File: src/sv/servo_reply_frame_receiver_unit_defines.svh
// ----------------------------------------------------------------------------
// Assertion macros for the servo reply frame receiver
// Shared concurrent assertion forms, sampled on clk_i.
// ----------------------------------------------------------------------------
`ifndef SERVO_REPLY_FRAME_RECEIVER_UNIT_DEFINES_SVH
`define SERVO_REPLY_FRAME_RECEIVER_UNIT_DEFINES_SVH

// Property checked only while out of reset
`define SRFR_ASSERT(label, prop, msg) \
  label: assert property (@(posedge clk_i) disable iff (!rst_ni) (prop)) else $error(msg);

// Property checked at every edge, reset included
`define SRFR_ASSERT_ALWAYS(label, prop, msg) \
  label: assert property (@(posedge clk_i) (prop)) else $error(msg);

`endif

File: src/sv/srfr_pkg.sv
// ----------------------------------------------------------------------------
// srfr_pkg
// Types and constants shared by the frame receiver controller and datapath.
// ----------------------------------------------------------------------------
package srfr_pkg;

  localparam int BufferBytesDef = 16;

  localparam logic [7:0] HeaderValueReset = 8'd85;
  localparam logic [3:0] MaxLengthReset   = 4'd8;
  localparam logic [3:0] MinLength        = 4'd2;

  localparam int CfgIdxW = 2;
  localparam logic [CfgIdxW-1:0] CFG_HEADER_VALUE = 2'd0;
  localparam logic [CfgIdxW-1:0] CFG_MAX_LENGTH   = 2'd1;

  localparam logic KIND_BYTE    = 1'b0;
  localparam logic KIND_RELEASE = 1'b1;

  typedef enum logic [1:0] {
    ST_IDLE,
    ST_FETCH,
    ST_SEND
  } state_e;

  typedef struct packed {
    logic take_item;
    logic clr_index;
    logic load_out;
  } ctrl_cmd_t;

  typedef struct packed {
    logic emit_start;
    logic out_free;
    logic last_slot;
  } ctrl_status_t;

endpackage

File: src/sv/srfr_ctrl.sv
// ----------------------------------------------------------------------------
// srfr_ctrl
// Sequencer: takes requests while idle, then walks the frame store out.
// ----------------------------------------------------------------------------
`include "servo_reply_frame_receiver_unit_defines.svh"

module srfr_ctrl import srfr_pkg::*; (
  input  logic         clk_i,
  input  logic         rst_ni,
  input  logic         in_valid_i,
  output logic         in_ready_o,
  input  ctrl_status_t status_i,
  output ctrl_cmd_t    cmd_o
);

  state_e state_q, state_d;

  always_ff @(posedge clk_i or negedge rst_ni) begin
    if (!rst_ni) begin
      state_q <= ST_IDLE;
    end else begin
      state_q <= state_d;
    end
  end

  always_comb begin
    state_d    = state_q;
    in_ready_o = 1'b0;
    cmd_o      = '0;
    unique case (state_q)
      ST_IDLE: begin
        in_ready_o      = 1'b1;
        cmd_o.take_item = in_valid_i;
        if (in_valid_i && status_i.emit_start) begin
          cmd_o.clr_index = 1'b1;
          state_d         = ST_FETCH;
        end
      end
      // store read data lands in the cycle after the index settles
      ST_FETCH: begin
        state_d = ST_SEND;
      end
      ST_SEND: begin
        if (status_i.out_free) begin
          cmd_o.load_out = 1'b1;
          state_d        = status_i.last_slot ? ST_IDLE : ST_FETCH;
        end
      end
      default: begin
        state_d = ST_IDLE;
      end
    endcase
  end

  `SRFR_ASSERT(a_load_needs_room, cmd_o.load_out |-> status_i.out_free, "load into busy output")
  `SRFR_ASSERT(a_fetch_then_send, (state_q == ST_FETCH) |=> (state_q == ST_SEND), "fetch not followed by send")
  `SRFR_ASSERT(a_emit_enters_fetch, (cmd_o.take_item && status_i.emit_start) |=> (state_q == ST_FETCH), "frame completion did not start emission")

endmodule

File: src/sv/srfr_datapath.sv
// ----------------------------------------------------------------------------
// srfr_datapath
// Header hunt, length check, frame store, pending mark and output register.
// ----------------------------------------------------------------------------
`include "servo_reply_frame_receiver_unit_defines.svh"

module srfr_datapath import srfr_pkg::*; #(
  parameter int BUFFER_BYTES = BufferBytesDef
) (
  input  logic               clk_i,
  input  logic               rst_ni,
  input  logic               cfg_valid_i,
  input  logic [CfgIdxW-1:0] cfg_index_i,
  input  logic [7:0]         cfg_data_i,
  input  logic               kind_i,
  input  logic [7:0]         rx_byte_i,
  input  ctrl_cmd_t          cmd_i,
  output ctrl_status_t       status_o,
  output logic               out_valid_o,
  input  logic               out_ready_i,
  output logic [7:0]         frame_byte_o,
  output logic [3:0]         byte_index_o,
  output logic               last_byte_o
);

  localparam int AddrW = $clog2(BUFFER_BYTES);
  localparam logic [3:0] MaxCap   = 4'(BUFFER_BYTES - 2);
  localparam logic [4:0] DepthLim = 5'(BUFFER_BYTES);

  logic [7:0] header_value_q;
  logic [3:0] max_length_q;

  logic       in_frame_q, in_frame_d;
  logic       header_seen_q, header_seen_d;
  logic [3:0] frame_length_q, frame_length_d;
  logic [3:0] byte_count_q, byte_count_d;
  logic       frame_pending_q;

  logic [7:0] store_mem [BUFFER_BYTES];
  logic [7:0] rd_data_q;
  logic [3:0] emit_idx_q;

  logic       out_valid_q;
  logic [7:0] frame_byte_q;
  logic [3:0] byte_index_q;
  logic       last_byte_q;

  logic [3:0] eff_max;
  logic       opened;
  logic [3:0] slot_idx;
  logic       store_we;
  logic       complete;
  logic       is_byte;

  // configuration
  always_ff @(posedge clk_i or negedge rst_ni) begin
    if (!rst_ni) begin
      header_value_q <= HeaderValueReset;
      max_length_q   <= MaxLengthReset;
    end else if (cfg_valid_i) begin
      unique case (cfg_index_i)
        CFG_HEADER_VALUE: header_value_q <= cfg_data_i;
        CFG_MAX_LENGTH:   max_length_q   <= cfg_data_i[3:0];
        default: ;
      endcase
    end
  end

  assign eff_max = (max_length_q > MaxCap) ? MaxCap : max_length_q;
  assign is_byte = (kind_i == KIND_BYTE);

  // receive step for one byte
  always_comb begin
    opened         = in_frame_q;
    header_seen_d  = header_seen_q;
    byte_count_d   = byte_count_q;
    frame_length_d = frame_length_q;
    in_frame_d     = in_frame_q;
    complete       = 1'b0;
    if (!in_frame_q) begin
      if (rx_byte_i == header_value_q) begin
        if (header_seen_q) begin
          header_seen_d = 1'b0;
          opened        = 1'b1;
          byte_count_d  = 4'd1;
        end else begin
          header_seen_d = 1'b1;
        end
      end else begin
        header_seen_d = 1'b0;
        byte_count_d  = 4'd0;
      end
    end
    slot_idx   = byte_count_d;
    in_frame_d = opened;
    if (opened) begin
      if (slot_idx == 4'd2) begin
        if ((rx_byte_i < {4'd0, MinLength}) || (rx_byte_i > {4'd0, eff_max})) begin
          frame_length_d = MinLength;
          in_frame_d     = 1'b0;
        end else begin
          frame_length_d = rx_byte_i[3:0];
        end
      end
      complete = (({1'b0, slot_idx} + 5'd1) == ({1'b0, frame_length_d} + 5'd2));
      if (complete) begin
        in_frame_d = 1'b0;
      end
      byte_count_d = slot_idx + 4'd1;
    end
  end

  assign store_we = cmd_i.take_item && is_byte && opened
                    && ({1'b0, slot_idx} < DepthLim);

  always_ff @(posedge clk_i or negedge rst_ni) begin
    if (!rst_ni) begin
      in_frame_q      <= 1'b0;
      header_seen_q   <= 1'b0;
      frame_length_q  <= MinLength;
      byte_count_q    <= 4'd0;
      frame_pending_q <= 1'b0;
    end else if (cmd_i.take_item) begin
      if (is_byte) begin
        in_frame_q     <= in_frame_d;
        header_seen_q  <= header_seen_d;
        frame_length_q <= frame_length_d;
        byte_count_q   <= byte_count_d;
        if (complete) begin
          frame_pending_q <= 1'b1;
        end
      end else begin
        frame_pending_q <= 1'b0;
      end
    end
  end

  // frame store
  always_ff @(posedge clk_i) begin
    if (store_we) begin
      store_mem[slot_idx[AddrW-1:0]] <= rx_byte_i;
    end
    rd_data_q <= store_mem[emit_idx_q[AddrW-1:0]];
  end

  always_ff @(posedge clk_i or negedge rst_ni) begin
    if (!rst_ni) begin
      emit_idx_q <= 4'd0;
    end else if (cmd_i.clr_index) begin
      emit_idx_q <= 4'd0;
    end else if (cmd_i.load_out) begin
      emit_idx_q <= emit_idx_q + 4'd1;
    end
  end

  // output register
  always_ff @(posedge clk_i or negedge rst_ni) begin
    if (!rst_ni) begin
      out_valid_q <= 1'b0;
    end else if (cmd_i.load_out) begin
      out_valid_q <= 1'b1;
    end else if (out_ready_i) begin
      out_valid_q <= 1'b0;
    end
  end

  always_ff @(posedge clk_i) begin
    if (cmd_i.load_out) begin
      frame_byte_q <= (emit_idx_q == 4'd0) ? header_value_q : rd_data_q;
      byte_index_q <= emit_idx_q;
      last_byte_q  <= status_o.last_slot;
    end
  end

  assign status_o.emit_start = is_byte && complete && !frame_pending_q;
  assign status_o.out_free   = !out_valid_q || out_ready_i;
  assign status_o.last_slot  = (emit_idx_q == (frame_length_q + 4'd1));

  assign out_valid_o  = out_valid_q;
  assign frame_byte_o = frame_byte_q;
  assign byte_index_o = byte_index_q;
  assign last_byte_o  = last_byte_q;

  `SRFR_ASSERT(a_pending_during_emit, cmd_i.load_out |-> frame_pending_q, "emitting without pending mark")
  `SRFR_ASSERT(a_emit_in_range, cmd_i.load_out |-> (emit_idx_q <= (frame_length_q + 4'd1)), "emit index past frame end")
  `SRFR_ASSERT_ALWAYS(a_frame_count_nonzero, in_frame_q |-> (byte_count_q != 4'd0), "in frame with zero count")

endmodule

File: src/sv/servo_reply_frame_receiver_unit.sv
// After a frame's last byte is taken, the controller passes FETCH (store read) and
//   SEND, which loads the output register when free; each byte repeats this pair.
// One byte or release is taken per cycle while idle; none is taken during emission.
// Emission rate is set by the registered read port of the frame store.
// Reset (rst_ni, async, active low): hunting, nothing pending, config at defaults.
// ----------------------------------------------------------------------------
// servo_reply_frame_receiver_unit
// Double-header length-framed byte receiver with single pending frame hold.
// ----------------------------------------------------------------------------
module servo_reply_frame_receiver_unit import srfr_pkg::*; #(
  parameter int BUFFER_BYTES = BufferBytesDef
) (
  input  logic               clk_i,
  input  logic               rst_ni,
  input  logic               cfg_valid_i,
  output logic               cfg_ready_o,
  input  logic [CfgIdxW-1:0] cfg_index_i,
  input  logic [7:0]         cfg_data_i,
  input  logic               in_valid_i,
  output logic               in_ready_o,
  input  logic               kind_i,
  input  logic [7:0]         rx_byte_i,
  output logic               out_valid_o,
  input  logic               out_ready_i,
  output logic [7:0]         frame_byte_o,
  output logic [3:0]         byte_index_o,
  output logic               last_byte_o
);

  ctrl_cmd_t    cmd;
  ctrl_status_t status;

  assign cfg_ready_o = 1'b1;

  srfr_ctrl u_ctrl (
    .clk_i      (clk_i),
    .rst_ni     (rst_ni),
    .in_valid_i (in_valid_i),
    .in_ready_o (in_ready_o),
    .status_i   (status),
    .cmd_o      (cmd)
  );

  srfr_datapath #(
    .BUFFER_BYTES (BUFFER_BYTES)
  ) u_datapath (
    .clk_i        (clk_i),
    .rst_ni       (rst_ni),
    .cfg_valid_i  (cfg_valid_i),
    .cfg_index_i  (cfg_index_i),
    .cfg_data_i   (cfg_data_i),
    .kind_i       (kind_i),
    .rx_byte_i    (rx_byte_i),
    .cmd_i        (cmd),
    .status_o     (status),
    .out_valid_o  (out_valid_o),
    .out_ready_i  (out_ready_i),
    .frame_byte_o (frame_byte_o),
    .byte_index_o (byte_index_o),
    .last_byte_o  (last_byte_o)
  );

endmodule

File: config.mk
export PLATFORM = sky130hd
export DESIGN_NAME = servo_reply_frame_receiver_unit
export DESIGN_NICKNAME = d
export VERILOG_FILES = /design/src/sv/srfr_pkg.sv /design/src/sv/srfr_ctrl.sv /design/src/sv/srfr_datapath.sv /design/src/sv/servo_reply_frame_receiver_unit.sv
export VERILOG_INCLUDE_DIRS = /design/src /design/src/sv
export SDC_FILE = /design/constraint.sdc
export NUM_CORES = 1
export LEC_CHECK = 0
export BUFFER_PORTS_ARGS = -buffer_cell sky130_fd_sc_hd__clkbuf_2
export CAP_MARGIN = 20
export CORE_AREA = 2 2 100 199
export DETAILED_ROUTE_END_ITERATION = 6
export DIE_AREA = 0 0 102 201
export HOLD_SLACK_MARGIN = 0.08
export PLACE_DENSITY_LB_ADDON = 0.05
export SLEW_MARGIN = 20
export SYNTH_ARGS = -nofsm -noshare
export SYNTH_HDL_FRONTEND = slang
export SYNTH_HIERARCHICAL = 1
export SYNTH_SLANG_ARGS = --single-unit
File: constraint.sdc
create_clock -name clk_i -period 4.7 [get_ports clk_i]
set_input_delay 0.235 -clock clk_i [delete_from_list [all_inputs] [get_ports clk_i]]
set_output_delay 0.235 -clock clk_i [all_outputs]
set_load 0.03 [all_outputs]
==> flow_metrics.env, run 1 <==
export IMPL_busiest_layer="met2"
export IMPL_grt_use_total_pct=18.5
export IMPL_area_growth_pct=18.0
export IMPL_yosysSeqAreaShare_pct=66.8
export IMPL_max_cap_viol_count=0
export IMPL_regArea_sq_um=5150
export IMPL_post_dp_hpwl_um=12200
export IMPL_netlist_area_sq_um=7710
export IMPL_post_route_period_util_pct=96.1
export IMPL_fin_worst_skew_ps=9.29
export IMPL_synth_nets=479
export IMPL_r2r_end="u_datapath/emit_idx_q[2]"
export IMPL_cp_max_fo=5
export IMPL_core_area_sq_um=19100
export IMPL_port_buffers=38
export IMPL_detail_route_first_pass_iterations=4
export IMPL_drive_gt1_share_pct=35.4
export IMPL_start_util_pct=40.4
export IMPL_setup_viol=0
export IMPL_drtIter0Drc=282
export IMPL_n_fill_cell=1707
export IMPL_end_kind="flip-flop"
export IMPL_p_per_area_nw_per_um2=368
export IMPL_rr_startpoint="u_datapath/header_value_q[0]"
export IMPL_fin_crit_ps=4520
export IMPL_power_uw=3340
export IMPL_power_leakage_uw=0.00317
export IMPL_htree_levels=4
export IMPL_yosysMostFrequentCell="edfxtp_1"
export IMPL_synth_ff_type="edfxtp_1"
export IMPL_routed_via_density=5.21
export IMPL_final_hold_viol_count=0
export IMPL_io_pins=40
export IMPL_outcome="completed"
export IMPL_grt_pass1_vias=4261
export IMPL_ant_nets=0
export IMPL_met1_usage_pct=24.7
export IMPL_hold_path_depth=2
export IMPL_rows=72
export IMPL_slew_headroom_pct=41.4
export IMPL_grtUsageMet2_pct=29.8
export IMPL_synth_top_area_share_pct=54.9
export IMPL_routed_wl_um=17900
export IMPL_synth_edf_count=141
export IMPL_die_w_um=102
export IMPL_ys_top_cells_by_area="edfxtp_1 55%, mux4_2 12%, dfrtp_1 7.8%"
export IMPL_fmax_ghz=0.221
export IMPL_synthCells=443
export IMPL_crit_path_start_kind="flip-flop"
export IMPL_clockRootBuffer="clkbuf_16"
export IMPL_ctsLongestPathBuffers=2
export IMPL_clock_latency_ps=420
export IMPL_ys_seq_elements=179
export IMPL_dp_cells=746
export IMPL_wl_per_cell_um=22.6
export IMPL_clock_sinks=179
export IMPL_routabilityCongestion=0.823
export IMPL_yosysTopAreaCell="edfxtp_1"
export IMPL_drc=0
export IMPL_min_to="u_datapath/header_value_q[5]"
export IMPL_synth_cell_type_count=63
export IMPL_syn_avg_cell_area_sq_um=17.4
export IMPL_peakVddDrop_v=0.000260
export IMPL_tns_ps=0
export IMPL_grt_max_degree=39
export IMPL_cts_tree="built"
export IMPL_die_h_um=201
export IMPL_via_count=4144
export IMPL_fin_cells=795
export IMPL_hold_path_class="in2reg"
export IMPL_antenna_found_initial=0
export IMPL_grt_pass1_wl_um=26900
export IMPL_ys_async_sr_fraction_pct=16.8
export IMPL_cp_required_ps=5010
export IMPL_antenna_cells=0
export IMPL_yosysWarnings=6
export IMPL_tightestPinTransition_ps=879
export IMPL_die_area_sq_um=20500
export IMPL_maxSlewViolCount=0
export IMPL_multiInputGateArea_sq_um=2480
export IMPL_numCtsBuffers=17
export IMPL_finalNetCount=559
export IMPL_clk_pin_slew_ps=70
export IMPL_ys_top_cells_by_count="141 x edfxtp_1, 40 x mux4_2, 25 x mux2_2"
export IMPL_cp_arrival_ps=4820
export IMPL_reg2regPathDepth=19
export IMPL_crit_type="reg2reg"
export IMPL_min_from="cfg_data_i[5]"
export IMPL_cp_startpoint="u_datapath/header_value_q[0]"
export IMPL_overflow=0
export IMPL_grt_use_met3_pct=3.24
export IMPL_r2r_slack_ps=180
-- how the worst max path moves through the flow --
stage                                     endpoint  depth (start not counted)  slack (ps)
final                     u_datapath/emit_idx_q[2]                         19         180
after global routing      u_datapath/emit_idx_q[1]                         19         -60
after CTS                 u_datapath/emit_idx_q[2]                         18          50
after detailed placement  u_datapath/emit_idx_q[2]                         18          20
after global placement    u_datapath/emit_idx_q[0]                         18         150
after floorplan           u_datapath/emit_idx_q[0]                         18         220
-- report_power, final --
group	internal [uW]	switching [uW]
combinational	89.8	116
clock	751	634
sequential	1740	16.7
total	2580	767
-- area by class of cell --
class	instances	area share, %
flip-flops and latches	179	56.7
repair buffers	77	5.60
inverters	14	0.578
well taps	259	3.56
clock inverters	13	1.54
multi-input cells	234	27.3
clock buffers	19	4.76
-- layout by cell type (no fill, tap or decap), types with 9 or more instances in the layout --
cell type	n
and2_1	18
buf_4	29
clkbuf_16	17
clkbuf_2	38
dfrtp_1	23
dlygate4sd3_1	9
edfxtp_1	141
ha_1	10
inv_1	13
mux2_2	24
mux4_2	40
nand2_1	13
nor2_1	18
xnor2_1	10
-- cells by family (layout without fill, tap and decap cells) --
logic type | Yosys count | in the layout | share of synthesized area, %
flip-flops | 179 | 179 | 66.8
AND/OR/NAND/NOR | 96 | 96 | 7.16
multiplexers | 71 | 71 | 16.2
AO/OA/AOI/OAI | 32 | 32 | 3.47
buffers and inverters | 30 | 123 | 1.67
XOR/XNOR | 22 | 22 | 2.69
adder cells (fa/ha/maj) | 12 | 12 | 1.95
other | 1 | 1 | 0.0486
-- registers in the layout, indices dropped and copies added (netlist names), 2 cells and up --
name,flops
u_datapath/frame_length_q,4
u_datapath/byte_count_q,4
u_datapath/max_length_q,4
u_datapath/store_mem,128
u_datapath/frame_byte_o,8
u_datapath/byte_index_o,4
u_datapath/rd_data_q,8
u_datapath/header_value_q,8
u_datapath/emit_idx_q,4
u_ctrl/state_q,2
-- worst max-delay path, cell delays in order, from the launching register on --
cell	delay [ps]
dfstp_2	570
xnor2_2	130
nand4_1	130
buf_6	160
o31ai_4	260
nand2_2	100
inv_2	70
ha_2	170
nand2_1	90
a41oi_4	270
mux2_4	330
ha_2	210
or4_1	490
or4_1	400
nand4_1	100
xnor2_1	140
nand4_2	160
nor4_4	320
and3_4	250
nor2_1	50
-- metal layers --
metal	wire, um	vias up
met3	501	20
met2	9220	94
li1	-	1892
met5	0	-
met4	368	0
met1	7850	2138
-- stage by stage --
stage               hold WS [ps]  area [sq um]  worst slack (ps)  util (%)
global placement             361          8310               151      43.5
floorplan                  -60.6          7710               217         -
global route                 113          9090             -60.3      47.6
CTS                          111          8980              48.9      47.0
finish                       127          9090               185      47.6
detailed placement           365          8310              23.6      43.5
-- what timing repair did --
action                     CTS  global route
setup endpoints to repair    4             4
pin swaps                    1             6
hold buffers                 9             0
hold endpoints to repair    35             0
setup buffers                0             8
resized for setup            1            13
No activity file was read; power rests on OpenSTA's default activity.
==> run 2: changes to the inputs <==
--- a/config.mk
+++ b/config.mk
@@ -12,7 +12,7 @@
 export DETAILED_ROUTE_END_ITERATION = 6
 export DIE_AREA = 0 0 102 201
 export HOLD_SLACK_MARGIN = 0.08
-export PLACE_DENSITY_LB_ADDON = 0.05
+export PLACE_DENSITY = 0.64
 export SLEW_MARGIN = 20
 export SYNTH_ARGS = -nofsm -noshare
 export SYNTH_HDL_FRONTEND = slang
==> constraint.sdc (replaced) <==
create_clock -name clk_i -period 3.7 [get_ports clk_i]
set_input_delay 0.185 -clock clk_i [delete_from_list [all_inputs] [get_ports clk_i]]
set_output_delay 0.185 -clock clk_i [all_outputs]
set_load 0.03 [all_outputs]
==> flow_metrics.env, run 2 (synthesized netlist as in run 1, its figures left out) <==
export IMPL_outcome="complete, but fails checks"
export IMPL_violations="negative setup slack"
export IMPL_finalNetCount=616
export IMPL_whs_ps=230
export IMPL_final_common_cell="edfxtp_1"
export IMPL_die_area_sq_um=20500
export IMPL_power_leakage_uw=0.00346
export IMPL_hold_path_class="in2reg"
export IMPL_clock_sinks=179
export IMPL_port_buffers=38
export IMPL_clk_pin_slew_ps=70
export IMPL_detail_route_first_pass_iterations=4
export IMPL_fin_crit_ps=4200
export IMPL_antenna_cells=0
export IMPL_max_cap_viol_count=0
export IMPL_cts_tree="built"
export IMPL_start_util_pct=40.4
export IMPL_maxSlewViolCount=0
export IMPL_routed_via_density=5.16
export IMPL_peakVddDrop_v=0.000292
export IMPL_wl_per_cell_um=19.9
export IMPL_end_kind="flip-flop"
export IMPL_drive_gt1_share_pct=43.3
export IMPL_ant_nets=0
export IMPL_htree_levels=4
export IMPL_rows=72
export IMPL_cp_arrival_ps=4520
export IMPL_fin_worst_skew_ps=9.86
export IMPL_post_route_cell_area_sq_um=9590
export IMPL_post_route_period_util_pct=114
export IMPL_clockRootBuffer="clkbuf_16"
export IMPL_die_w_um=102
export IMPL_core_area_sq_um=19100
export IMPL_antenna_found_initial=0
export IMPL_place_area_sq_um=8660
export IMPL_r2r_slack_ps=-500
export IMPL_slew_headroom_pct=45.1
export IMPL_routed_wl_um=17000
export IMPL_rsz0062_at_grt="yes"
export IMPL_crit_path_start_kind="flip-flop"
export IMPL_n_fill_cell=1616
export IMPL_numCtsBuffers=17
export IMPL_routabilityCongestion=0.908
export IMPL_grt_use_total_pct=17.7
export IMPL_drtIter0Drc=267
export IMPL_largest_reg_flops=128
export IMPL_via_count=4397
export IMPL_fmax_ghz=0.238
export IMPL_timing_final_ws_setup_ps=-502
export IMPL_grt_pass1_vias=4603
export IMPL_final_cell_mix="141 x edfxtp_1, 82 x buf_4, 40 x mux4_2"
export IMPL_ctsLongestPathBuffers=2
export IMPL_cp_max_fo=3
export IMPL_setup_viol=7
export IMPL_die_h_um=201
export IMPL_area_growth_pct=24.4
export IMPL_crit_type="reg2reg"
export IMPL_io_pins=40
export IMPL_final_hold_viol_count=0
export IMPL_overflow=0
export IMPL_grt_pass1_wl_um=26700
export IMPL_grt_max_degree=39
export IMPL_p_per_area_nw_per_um2=448
export IMPL_tightestPinTransition_ps=824
export IMPL_post_dp_hpwl_um=11600
export IMPL_drc=0
export IMPL_cp_required_ps=4010
export IMPL_clock_latency_ps=430
run 2: layout make-up:
class / instances / area, sq um / area share (%)
Inverter: 14 / 52.6 / 0.548
Sequential cell: 179 / 5150 / 53.7
Tap cell: 259 / 324 / 3.38
Clock buffer: 19 / 443 / 4.62
Timing Repair Buffer: 134 / 948 / 9.89
Multi-Input combinational cell: 234 / 2530 / 26.4
Clock inverter: 13 / 136 / 1.42
run 2: routing by layer:
layer  wire (um)  share of wire [%]  track usage, %  vias up
met4         227                1.3            4.90        0
li1            -                  -               -     2021
met3         710                4.2            3.66       19
met5           0                  0               0        -
met1        7350                 43            24.0     2251
met2        8680                 51            29.0      106
run 2: final timing paths:
kind,start,end,cells past startpoint
worst max-delay path,u_datapath/header_value_q[2],u_datapath/in_frame_q,18
worst min-delay path,rx_byte_i[5],u_datapath/store_mem[11][5],2
worst max register to register,u_datapath/header_value_q[2],u_datapath/in_frame_q,18
worst min register to register,u_datapath/max_length_q[1],u_datapath/max_length_q[1],1
max in group asynchronous,rst_ni,u_datapath/emit_idx_q[0],2
min in group asynchronous,rst_ni,u_datapath/byte_count_q[1],2
run 2: power breakdown:
part	total (uW)	switching (uW)	internal, uW
logic	334	163	171
clock network	1740	822	916
registers	2230	21.0	2200
total	4300	1010	3290
run 2: critical path, cell delays in order (launching register included):
cell and delay, ps:
dfstp_2 550, xor2_2 80, or3_4 410, o31ai_4 200, nand2_2 80, inv_2 90, ha_4 140, nand2_4 50
a41oi_4 220, mux2_4 350, ha_4 160, or4_1 500, or4_1 410, nand4_1 100, xnor2_1 140, nand4_2 140
buf_4 170, buf_6 100, a32o_1 210
run 2: stage by stage:
step | utilization [%] | worst slack (ps) | setup TNS [ps] | cells | total power (uW)
2_1_floorplan | - | -648 | -3660 | 443 | 2400
3_3_place_gp | 45.4 | -552 | -3230 | 787 | 2570
3_5_place_dp | 45.4 | -641 | -3750 | 787 | 2570
4_1_cts | 50.0 | -466 | -3090 | 850 | 4330
5_1_grt | 50.2 | -712 | -4750 | 852 | 4440
6_report | 50.2 | -502 | -3370 | 852 | 4300
run 2: what timing repair did:
item                       CTS  global route
hold buffers                12             0
resized for setup            9            17
buffers inserted            19             2
hold endpoints to repair    38             0
setup endpoints to repair    7            71
pin swaps                    5             1
